**src/design/gq_pkg.sv**
```systemverilog
// Package for the gimbal Euler-to-quaternion converter: word types, fixed-point
// constants and the CORDIC arctangent table. No dependencies.
`timescale 1ns / 1ps

package gq_pkg;

  // Field widths of the input and result words
  localparam int ANGLE_BITS = 16;
  localparam int QUAT_BITS  = 16;

  // Default CORDIC depth, and the length of the arctangent table
  localparam int CORDIC_STAGES_DEF = 16;
  localparam int ATAN_ENTRIES      = 32;

  // Internal datapath: Q31 values with headroom for CORDIC growth and sign
  localparam int CW = 34;

  // Binary angle to half-angle in one-turn = 2^32 units
  localparam int HALF_SHL = 31 - ANGLE_BITS;

  // CORDIC start value of x, the inverse gain in Q31
  localparam logic signed [CW-1:0] GAIN_Q31 = CW'(64'sd1304065748);

  typedef struct packed {
    logic signed [ANGLE_BITS-1:0] roll_angle;
    logic signed [ANGLE_BITS-1:0] pitch_angle;
    logic signed [ANGLE_BITS-1:0] yaw_angle;
  } gq_in_t;

  typedef struct packed {
    logic signed [QUAT_BITS-1:0] quat_w;
    logic signed [QUAT_BITS-1:0] quat_x;
    logic signed [QUAT_BITS-1:0] quat_y;
    logic signed [QUAT_BITS-1:0] quat_z;
  } gq_out_t;

  // One CORDIC lane: cosine, sine and residual angle
  typedef struct packed {
    logic signed [CW-1:0] x;
    logic signed [CW-1:0] y;
    logic signed [CW-1:0] z;
  } gq_lane_t;

  // Roll, pitch and yaw lanes travelling together
  typedef struct packed {
    gq_lane_t roll;
    gq_lane_t pitch;
    gq_lane_t yaw;
  } gq_trio_t;

  // arctan(2^-i) in one-turn = 2^32 units
  function automatic logic signed [CW-1:0] atan_turn(input logic [4:0] idx);
    logic signed [CW-1:0] r;
    case (idx)
      5'd0:  r = CW'(64'sd536870912);
      5'd1:  r = CW'(64'sd316933406);
      5'd2:  r = CW'(64'sd167458907);
      5'd3:  r = CW'(64'sd85004756);
      5'd4:  r = CW'(64'sd42667331);
      5'd5:  r = CW'(64'sd21354465);
      5'd6:  r = CW'(64'sd10680862);
      5'd7:  r = CW'(64'sd5340245);
      5'd8:  r = CW'(64'sd2670163);
      5'd9:  r = CW'(64'sd1335087);
      5'd10: r = CW'(64'sd667544);
      5'd11: r = CW'(64'sd333772);
      5'd12: r = CW'(64'sd166886);
      5'd13: r = CW'(64'sd83443);
      5'd14: r = CW'(64'sd41722);
      5'd15: r = CW'(64'sd20861);
      5'd16: r = CW'(64'sd10430);
      5'd17: r = CW'(64'sd5215);
      5'd18: r = CW'(64'sd2608);
      5'd19: r = CW'(64'sd1304);
      5'd20: r = CW'(64'sd652);
      5'd21: r = CW'(64'sd326);
      5'd22: r = CW'(64'sd163);
      5'd23: r = CW'(64'sd81);
      5'd24: r = CW'(64'sd41);
      5'd25: r = CW'(64'sd20);
      5'd26: r = CW'(64'sd10);
      5'd27: r = CW'(64'sd5);
      5'd28: r = CW'(64'sd3);
      5'd29: r = CW'(64'sd1);
      5'd30: r = CW'(64'sd1);
      default: r = '0;
    endcase
    return r;
  endfunction

endpackage

```
**src/design/gq_cordic_cell.sv**
```systemverilog
// One rotation-mode CORDIC cell, working roll, pitch and yaw lanes side by side.
// Depends on gq_pkg for the lane types and the arctangent table.
`timescale 1ns / 1ps

module gq_cordic_cell import gq_pkg::*; #(
  parameter int STAGE = 0
) (
  input  logic     clk_i,
  input  logic     rst_ni,
  input  logic     in_valid_i,
  input  gq_trio_t in_data_i,
  output logic     ready_o,
  output logic     out_valid_o,
  output gq_trio_t out_data_o,
  input  logic     ready_i
);

  localparam logic signed [CW-1:0] ATAN = atan_turn(5'(STAGE));

  logic     valid_q;
  gq_trio_t data_q, data_d;

  // One micro-rotation; direction from the sign of the residual angle
  function automatic gq_lane_t rotate(input gq_lane_t l);
    gq_lane_t r;
    logic signed [CW-1:0] dx;
    logic signed [CW-1:0] dy;
    dx = $signed(l.y) >>> STAGE;
    dy = $signed(l.x) >>> STAGE;
    if (!l.z[CW-1]) begin
      r.x = l.x - dx;
      r.y = l.y + dy;
      r.z = l.z - ATAN;
    end else begin
      r.x = l.x + dx;
      r.y = l.y - dy;
      r.z = l.z + ATAN;
    end
    return r;
  endfunction

  always_comb begin
    data_d.roll  = rotate(in_data_i.roll);
    data_d.pitch = rotate(in_data_i.pitch);
    data_d.yaw   = rotate(in_data_i.yaw);
  end

  // Cell takes a word when empty or when its own word moves on
  assign ready_o = !valid_q || ready_i;

  always_ff @(posedge clk_i or negedge rst_ni) begin
    if (!rst_ni) begin
      valid_q <= 1'b0;
    end else if (ready_o) begin
      valid_q <= in_valid_i;
    end
  end

  always_ff @(posedge clk_i) begin
    if (ready_o && in_valid_i) begin
      data_q <= data_d;
    end
  end

  assign out_valid_o = valid_q;
  assign out_data_o  = data_q;

endmodule

```
**config.mk**
```make
export PLATFORM = sky130hd
export DESIGN_NAME = gq_cordic_cell
export DESIGN_NICKNAME = d
export VERILOG_FILES = /design/src/design/gq_pkg.sv /design/src/design/gq_cordic_cell.sv
export SDC_FILE = /design/constraint.sdc
export NUM_CORES = 1
export LEC_CHECK = 0
export ABC_AREA = 1
export BUFFER_PORTS_ARGS = -buffer_cell sky130_fd_sc_hd__buf_2
export CORE_MARGIN = 2
export CORE_UTILIZATION = 30
export CTS_BUF_LIST = sky130_fd_sc_hd__clkbuf_16
export DETAILED_ROUTE_END_ITERATION = 10
export SETUP_SLACK_MARGIN = 0.05
export SYNTH_ARGS = -nofsm -noshare
export SYNTH_HDL_FRONTEND = slang
export SYNTH_SLANG_ARGS = --single-unit
```
**constraint.sdc**
```tcl
create_clock -name clk_i -period 24.6 [get_ports clk_i]
set_input_delay 3.69 -clock clk_i [delete_from_list [all_inputs] [get_ports clk_i]]
set_output_delay 3.69 -clock clk_i [all_outputs]
set_load 0.01 [all_outputs]
```
==> impl_metrics.xml, run 1 <==
<?xml version="1.0" encoding="UTF-8"?>
<metrics>
  <group name="run_status">
    <metric name="run_status" unit="">finished clean</metric>
  </group>
  <group name="cells_and_area">
    <metric name="area_delta_synth_final" unit="%">17.0</metric>
    <metric name="multiInputGateArea" unit="µm²">18800</metric>
    <metric name="num-fill-cells" unit="">11300</metric>
    <metric name="seqCellArea" unit="µm²">9120</metric>
    <metric name="nNetsFinal" unit="">5877</metric>
    <metric name="share_of_post_route_cells_with_drive_strength_above_1" unit="%">14.7</metric>
  </group>
  <group name="floorplan">
    <metric name="start_util" unit="%">30.4</metric>
    <metric name="chipHeight" unit="µm">328</metric>
    <metric name="ports_placed_on_the_boundary" unit="">618</metric>
    <metric name="fp.dieArea" unit="µm²">108000</metric>
    <metric name="core" unit="µm²">104000</metric>
    <metric name="row_count" unit="">118</metric>
    <metric name="die_w" unit="µm">328</metric>
  </group>
  <group name="clock_tree">
    <metric name="post_cts_buffers" unit="">0</metric>
    <metric name="cts_buffers" unit="">41</metric>
    <metric name="clockBufferDepth" unit="">3</metric>
    <metric name="cts-resized-gates" unit="">0</metric>
    <metric name="cts_htree_levels" unit="">2</metric>
    <metric name="clk_transition_reported_paths" unit="ns">0.06</metric>
    <metric name="tritoncts" unit="">built</metric>
    <metric name="cell_at_the_root_of_the_clock_tree" unit="">sky130_fd_sc_hd__clkbuf_16</metric>
    <metric name="holdBufCountCts" unit="">0</metric>
    <metric name="worstSkewPairLatency" unit="ns">0.61</metric>
    <metric name="clock_sink_count" unit="">304</metric>
  </group>
  <group name="worst_setup_path">
    <metric name="start_kind" unit="">primary input</metric>
    <metric name="crit_path_end_kind" unit="">primary output</metric>
    <metric name="worstSetupStartpoint" unit="">ready_i</metric>
    <metric name="crit_reg_reg_startpoint" unit="">out_valid_o</metric>
    <metric name="worst_ep_arrival_time" unit="ns">4.11</metric>
    <metric name="worst_ep_required_time" unit="ns">20.91</metric>
    <metric name="setup.worst_path.class" unit="">in -&gt; out</metric>
    <metric name="worstPathMaxFanout" unit="">2</metric>
  </group>
  <group name="power">
    <metric name="pleak" unit="µW">0.0186</metric>
    <metric name="power.density" unit="nW/µm²">52.6</metric>
    <metric name="peakVddDrop" unit="µV">54.0</metric>
    <metric name="total_power" unit="µW">1940</metric>
  </group>
  <group name="synth">
    <metric name="netlist_area" unit="µm²">31500</metric>
    <metric name="yosys.area.top_type" unit="">sky130_fd_sc_hd__edfxtp_1</metric>
    <metric name="yosysMostFrequentCell" unit="">sky130_fd_sc_hd__nand2_1</metric>
    <metric name="ys_warn_count" unit="">0</metric>
    <metric name="post_synth_inst_count" unit="">4716</metric>
    <metric name="flop_and_latch_count_out_of_synthesis" unit="">304</metric>
    <metric name="synth-async-reset-ratio" unit="%">0.329</metric>
    <metric name="synth_top_area_share" unit="%">28.9</metric>
    <metric name="synth.distinct_cells" unit="">47</metric>
    <metric name="ys_dominant_reg_cell" unit="">sky130_fd_sc_hd__edfxtp_1</metric>
    <metric name="mappedNetlistNets" unit="">5344</metric>
    <metric name="synth_top_cells_by_area" unit="">sky130_fd_sc_hd__edfxtp_1 29%, sky130_fd_sc_hd__nand2_1 16%, sky130_fd_sc_hd__ha_1 12%</metric>
    <metric name="synth_seq_area_share" unit="%">29.0</metric>
    <metric name="synth_edf_count" unit="">303</metric>
    <metric name="syn_avg_cell_area" unit="µm²">6.68</metric>
    <metric name="list_of_most_frequent_post_synthesis_cells" unit="">1356 x sky130_fd_sc_hd__nand2_1, 709 x sky130_fd_sc_hd__inv_1, 490 x sky130_fd_sc_hd__nand3_1</metric>
  </group>
  <group name="global_routing">
    <metric name="globalRouteTotalUtil" unit="%">22.6</metric>
    <metric name="grt_start_max_net_pins" unit="">123</metric>
    <metric name="number_of_antenna_violations_at_the_first_check_in_global_routing" unit="">21</metric>
    <metric name="grt_pass1_wl" unit="µm">186000</metric>
    <metric name="first_global_vias" unit="">31400</metric>
    <metric name="global_route.overflow_total" unit="">0</metric>
  </group>
  <group name="placed_design">
    <metric name="io_buffer_count" unit="">617</metric>
    <metric name="place.gp.congestion" unit="">0.992</metric>
    <metric name="place_ws" unit="ns">16.81</metric>
    <metric name="detailedPlacementHpwl" unit="µm">106000</metric>
  </group>
  <group name="timing">
    <metric name="transition_time_at_the_pin_with_the_least_slew_margin" unit="ns">1.00</metric>
    <metric name="fmax" unit="GHz">0.128</metric>
    <metric name="timing.final.setup_violations" unit="">0</metric>
    <metric name="rsz0062_at_grt" unit="">false</metric>
    <metric name="finalSetupTns" unit="ns">0</metric>
    <metric name="layout_min_cycle_time" unit="ns">7.80</metric>
    <metric name="final_hold_viol_count" unit="">0</metric>
    <metric name="max_slew_margin" unit="%">32.7</metric>
    <metric name="worst_slack" unit="ns">16.80</metric>
    <metric name="clock_skew" unit="ns">0.0298</metric>
    <metric name="timing_max_transition_violations_final" unit="">0</metric>
    <metric name="final_cycle_utilization_of_the_critical_path" unit="%">31.7</metric>
    <metric name="final.hold.worst_slack" unit="ns">0.575</metric>
  </group>
  <group name="min_path">
    <metric name="holdCritStartpoint" unit="">out_valid_o</metric>
    <metric name="holdCritPathClass" unit="">reg -&gt; reg</metric>
  </group>
  <group name="routing">
    <metric name="drt_iter0_drc" unit="">2842</metric>
    <metric name="antenna_violating_nets_post_route" unit="">0</metric>
    <metric name="vias" unit="">33200</metric>
    <metric name="route.final.wire_length" unit="µm">127000</metric>
    <metric name="drt_via_density" unit="">4.99</metric>
    <metric name="wire_per_inst" unit="µm">19.0</metric>
    <metric name="drt-pass1-iter-count" unit="">6</metric>
    <metric name="drc_errors" unit="">0</metric>
  </group>
  <group name="flow_run">
    <metric name="max_cap_viol_count" unit="">0</metric>
  </group>
</metrics>
-- critical path: stages --
cell and delay [ns]:
sky130_fd_sc_hd__buf_2 0.10, sky130_fd_sc_hd__inv_1 0.10, sky130_fd_sc_hd__nand2_1 0.08, sky130_fd_sc_hd__buf_2 0.14
-- through the flow --
step,util (%),area (µm²),cells
global route,35.5,36800,6663
global placement,34.3,35600,6586
floorplan,-,31500,4716
finish,35.5,36900,6665
CTS,35.5,36800,6662
detailed placement,34.3,35600,6586
-- registers in the layout, summed over array words and instances (netlist names) --
register     flops
out_valid_o      1
out_data_o     303
-- cell families (layout without fill, tap and decap cells) --
logic type	after synthesis	after routing	share of synthesized area [%]
other cells	0	3	0
flops	304	304	29.0
compound gates	738	738	12.5
buf+inv	866	1432	11.4
simple gates	2410	2410	32.1
fa+ha+maj	318	318	12.9
mux	1	1	0.0318
xor+xnor	79	79	2.20
-- cell type report --
class	count	share of cell area, %
well taps	1380	4.69
flip-flops and latches	304	24.8
repair buffers	627	8.62
multi-input cells	3546	51.0
inverters	729	7.43
diodes	3	0.0204
clock inverters	33	0.526
clock buffers	43	2.92
-- final timing paths --
| path | endpoint | slack [ns] | depth (start not counted) |
|---|---|---|---|
| worst max-delay path | ready_o | 16.80 | 4 |
| worst min-delay path | out_valid_o | 0.58 | 2 |
| worst max register to register | out_data_o[296] | 21.51 | 4 |
| worst min register to register | out_valid_o | 0.58 | 2 |
| max in group asynchronous | out_valid_o | 21.64 | 1 |
| min in group asynchronous | out_valid_o | 2.87 | 1 |
-- cells in the final DEF, fill, tap and decap left out, types with 10 or more instances in the layout --
master,instances
sky130_fd_sc_hd__nand2_1,1356
sky130_fd_sc_hd__inv_1,713
sky130_fd_sc_hd__buf_2,617
sky130_fd_sc_hd__nand3_1,490
sky130_fd_sc_hd__nor2_1,393
sky130_fd_sc_hd__a21oi_1,352
sky130_fd_sc_hd__ha_1,306
sky130_fd_sc_hd__edfxtp_1,303
sky130_fd_sc_hd__o21ai_0,263
sky130_fd_sc_hd__xor2_1,77
sky130_fd_sc_hd__nor3_1,44
sky130_fd_sc_hd__clkbuf_16,43
sky130_fd_sc_hd__nand4_1,41
sky130_fd_sc_hd__o21bai_1,36
sky130_fd_sc_hd__o21ai_1,25
sky130_fd_sc_hd__inv_2,22
sky130_fd_sc_hd__nor2_2,19
sky130_fd_sc_hd__nand2_2,14
sky130_fd_sc_hd__o22ai_1,14
sky130_fd_sc_hd__a21o_1,12
sky130_fd_sc_hd__nand3b_1,12
sky130_fd_sc_hd__fa_1,12
sky130_fd_sc_hd__or2_2,10
-- power breakdown --
group          switching, µW  internal [µW]  leakage (µW)
registers               16.5            635       0.00291
clock network            251            319      0.000634
logic                    500            217        0.0150
total                    767           1170        0.0186
-- per-layer routing --
layer  vias up  GRT usage, %  wire (µm)
li1      16400             -          -
met2      1368          37.0      56600
met3       187          4.15      10300
met4         8          7.32       4250
met1     15300          30.1      55400
met5         -             0         55
No activity file was read; power rests on OpenSTA's default activity.
==> run 2: changes to the inputs <==
==> constraint.sdc (replaced) <==
create_clock -name clk_i -period 6.9 [get_ports clk_i]
set_input_delay 1.035 -clock clk_i [delete_from_list [all_inputs] [get_ports clk_i]]
set_output_delay 1.035 -clock clk_i [all_outputs]
set_load 0.01 [all_outputs]
==> run 2 against run 1 <==
Effect of this change:
- first-iteration DRC count up 4.2%
- combinational power rose to 3.6 times the previous value
- non-clock buffer count down 2
- critical path depth up 4
- via count up 0.55%
- register-to-register slack worse by 17 ns
- sequential power rose to 3.6 times the previous value
- clock skew up 0.0047 ns
- largest power group unchanged
==> impl_metrics.xml, run 2 (synthesis results as in run 1) <==
<?xml version="1.0" encoding="UTF-8"?>
<metrics>
  <group name="routing">
    <metric name="drt-pass1-iter-count" unit="">6</metric>
    <metric name="drt_iter0_drc" unit="">2960</metric>
    <metric name="drc_errors" unit="">0</metric>
    <metric name="vias" unit="">33400</metric>
    <metric name="route.final.wire_length" unit="µm">130000</metric>
    <metric name="antenna_violating_nets_post_route" unit="">0</metric>
    <metric name="wire_per_inst" unit="µm">19.5</metric>
    <metric name="drt_via_density" unit="">5.02</metric>
  </group>
  <group name="global_routing">
    <metric name="grt_pass1_wl" unit="µm">191000</metric>
    <metric name="grt_use_met3" unit="%">4.43</metric>
    <metric name="top_usage_layer" unit="">met2</metric>
    <metric name="global_route.overflow_total" unit="">0</metric>
    <metric name="grt_start_max_net_pins" unit="">152</metric>
    <metric name="number_of_antenna_violations_at_the_first_check_in_global_routing" unit="">13</metric>
    <metric name="grtUsageMet1" unit="%">31.1</metric>
    <metric name="globalRouteTotalUtil" unit="%">23.3</metric>
    <metric name="first_global_vias" unit="">31500</metric>
    <metric name="groute.layer.met2.usage" unit="%">38.5</metric>
  </group>
  <group name="cells_and_area">
    <metric name="num-fill-cells" unit="">11300</metric>
    <metric name="layout_commonest_cell" unit="">sky130_fd_sc_hd__nand2_1</metric>
    <metric name="area_delta_synth_final" unit="%">17.6</metric>
    <metric name="nNetsFinal" unit="">5876</metric>
    <metric name="largest_reg_flops" unit="">303</metric>
    <metric name="layoutNonFillerInstCount" unit="">6662</metric>
    <metric name="postLayoutCellArea" unit="µm²">37100</metric>
    <metric name="layout_common_cells" unit="">1356 x sky130_fd_sc_hd__nand2_1, 712 x sky130_fd_sc_hd__inv_1, 617 x sky130_fd_sc_hd__buf_2</metric>
    <metric name="share_of_post_route_cells_with_drive_strength_above_1" unit="%">14.8</metric>
  </group>
  <group name="floorplan">
    <metric name="fp.dieArea" unit="µm²">108000</metric>
    <metric name="ports_placed_on_the_boundary" unit="">618</metric>
    <metric name="start_util" unit="%">30.4</metric>
    <metric name="die_w" unit="µm">328</metric>
    <metric name="core" unit="µm²">104000</metric>
    <metric name="chipHeight" unit="µm">328</metric>
    <metric name="row_count" unit="">118</metric>
  </group>
  <group name="placed_design">
    <metric name="post_dp_area" unit="µm²">35600</metric>
    <metric name="placed_cells" unit="">6584</metric>
    <metric name="io_buffer_count" unit="">617</metric>
    <metric name="place.gp.congestion" unit="">0.986</metric>
    <metric name="detailedPlacementHpwl" unit="µm">110000</metric>
  </group>
  <group name="clock_tree">
    <metric name="clk_transition_reported_paths" unit="ns">0.06</metric>
    <metric name="clockBufferDepth" unit="">3</metric>
    <metric name="clock_sink_count" unit="">304</metric>
    <metric name="cts_buffers" unit="">42</metric>
    <metric name="holdBufCountCts" unit="">0</metric>
    <metric name="cts_htree_levels" unit="">2</metric>
    <metric name="tritoncts" unit="">built</metric>
    <metric name="worstSkewPairLatency" unit="ns">0.65</metric>
    <metric name="cts-resized-gates" unit="">0</metric>
    <metric name="cell_at_the_root_of_the_clock_tree" unit="">sky130_fd_sc_hd__clkbuf_16</metric>
    <metric name="post_cts_buffers" unit="">0</metric>
  </group>
  <group name="worst_setup_path">
    <metric name="crit_path_end_kind" unit="">flip-flop</metric>
    <metric name="start_kind" unit="">primary input</metric>
    <metric name="worstSetupStartpoint" unit="">in_data_i[33]</metric>
    <metric name="timing.reg2reg.worst_path_depth" unit="">2</metric>
    <metric name="cp_num_buf_inv" unit="">4</metric>
    <metric name="crit_reg_reg_startpoint" unit="">out_valid_o</metric>
    <metric name="worst_path_cell_chain" unit="">buf_2, buf_4, inv_2, buf_4, ha_1, nand3_1, nand3_1, xor2_1</metric>
    <metric name="reg2reg_slack" unit="ns">4.66</metric>
    <metric name="worst_ep_required_time" unit="ns">7.25</metric>
    <metric name="worstPathMaxFanout" unit="">62</metric>
    <metric name="stages_on_worst_setup_path" unit="">8</metric>
    <metric name="cp-endpoint" unit="">out_data_o[32]</metric>
    <metric name="slowest_stage" unit="">sky130_fd_sc_hd__inv_2</metric>
    <metric name="worst_ep_arrival_time" unit="ns">3.48</metric>
    <metric name="crit-reg2reg-capture" unit="">out_data_o[146]</metric>
    <metric name="cp_slowest_stage_delay" unit="ns">0.58</metric>
    <metric name="cp_top_family" unit="">buffers and inverters</metric>
    <metric name="setup.worst_path.class" unit="">in -&gt; reg</metric>
  </group>
  <group name="timing">
    <metric name="timing_max_transition_violations_final" unit="">0</metric>
    <metric name="layout_min_cycle_time" unit="ns">3.13</metric>
    <metric name="clock_skew" unit="ns">0.0345</metric>
    <metric name="final_hold_viol_count" unit="">0</metric>
    <metric name="max_slew_margin" unit="%">22.9</metric>
    <metric name="finalSetupTns" unit="ns">0</metric>
    <metric name="fmax" unit="GHz">0.320</metric>
    <metric name="rsz0062_at_grt" unit="">false</metric>
    <metric name="final_cycle_utilization_of_the_critical_path" unit="%">45.3</metric>
    <metric name="transition_time_at_the_pin_with_the_least_slew_margin" unit="ns">1.16</metric>
    <metric name="timing.final.setup_violations" unit="">0</metric>
  </group>
  <group name="power">
    <metric name="p_comb_share" unit="%">35.4</metric>
    <metric name="pleak" unit="µW">0.0187</metric>
    <metric name="switching_share" unit="%">38.2</metric>
    <metric name="clock_power_share" unit="%">32.5</metric>
    <metric name="power_switching" unit="µW">2770</metric>
    <metric name="power.density" unit="nW/µm²">196</metric>
    <metric name="internal_power" unit="µW">4480</metric>
    <metric name="peakVddDrop" unit="µV">172</metric>
    <metric name="p_seq_share" unit="%">32.1</metric>
  </group>
  <group name="min_path">
    <metric name="holdCritPathClass" unit="">in -&gt; async</metric>
  </group>
  <group name="run_status">
    <metric name="run_status" unit="">finished clean</metric>
  </group>
  <group name="flow_run">
    <metric name="max_cap_viol_count" unit="">0</metric>
  </group>
</metrics>
run 2: worst min path at each step:
stage | from | end | cells past startpoint
after global placement | out_valid_o | out_valid_o | 2
after global routing | rst_ni | out_valid_o | 1
after detailed placement | out_valid_o | out_valid_o | 2
after floorplan | out_valid_o | out_valid_o | 2
after CTS | rst_ni | out_valid_o | 1
final | rst_ni | out_valid_o | 1
run 2: final cells by class:
| class | count | area (µm²) | area share [%] |
|---|---|---|---|
| diodes | 4 | 10.0 | 0.0270 |
| clock buffers | 43 | 1080 | 2.90 |
| clock inverters | 31 | 397 | 1.07 |
| inverters | 729 | 2740 | 7.38 |
| multi-input cells | 3546 | 18800 | 50.8 |
| flip-flops and latches | 304 | 9120 | 24.6 |
| well taps | 1380 | 1730 | 4.66 |
| repair buffers | 625 | 3170 | 8.56 |
run 2: power groups by stage:
stage | combinational (µW) | clock [µW] | sequential, µW
floorplan | 1520 | 0 | 2440
global placement | 2520 | 0 | 2370
detailed placement | 2530 | 0 | 2370
CTS | 2540 | 2440 | 2330
global route | 2840 | 2490 | 2340
finish | 2570 | 2350 | 2330
run 2: routing by layer:
metal | up-vias | routed length (µm)
met4 | 6 | 3380
met1 | 15500 | 57100
met3 | 168 | 10700
met2 | 1364 | 58900
met5 | - | 41
li1 | 16400 | -
run 2: through the flow:
step	setup WS, ns	utilization, %	total power [µW]	hold slack (ns)
4_1_cts	3.82	35.7	7310	0.122
5_1_grt	3.65	35.7	7670	0.135
2_1_floorplan	0.271	-	3960	0.671
6_report	3.77	35.7	7250	0.185
3_5_place_dp	3.18	34.3	4890	0.577
3_3_place_gp	3.21	34.3	4890	0.552
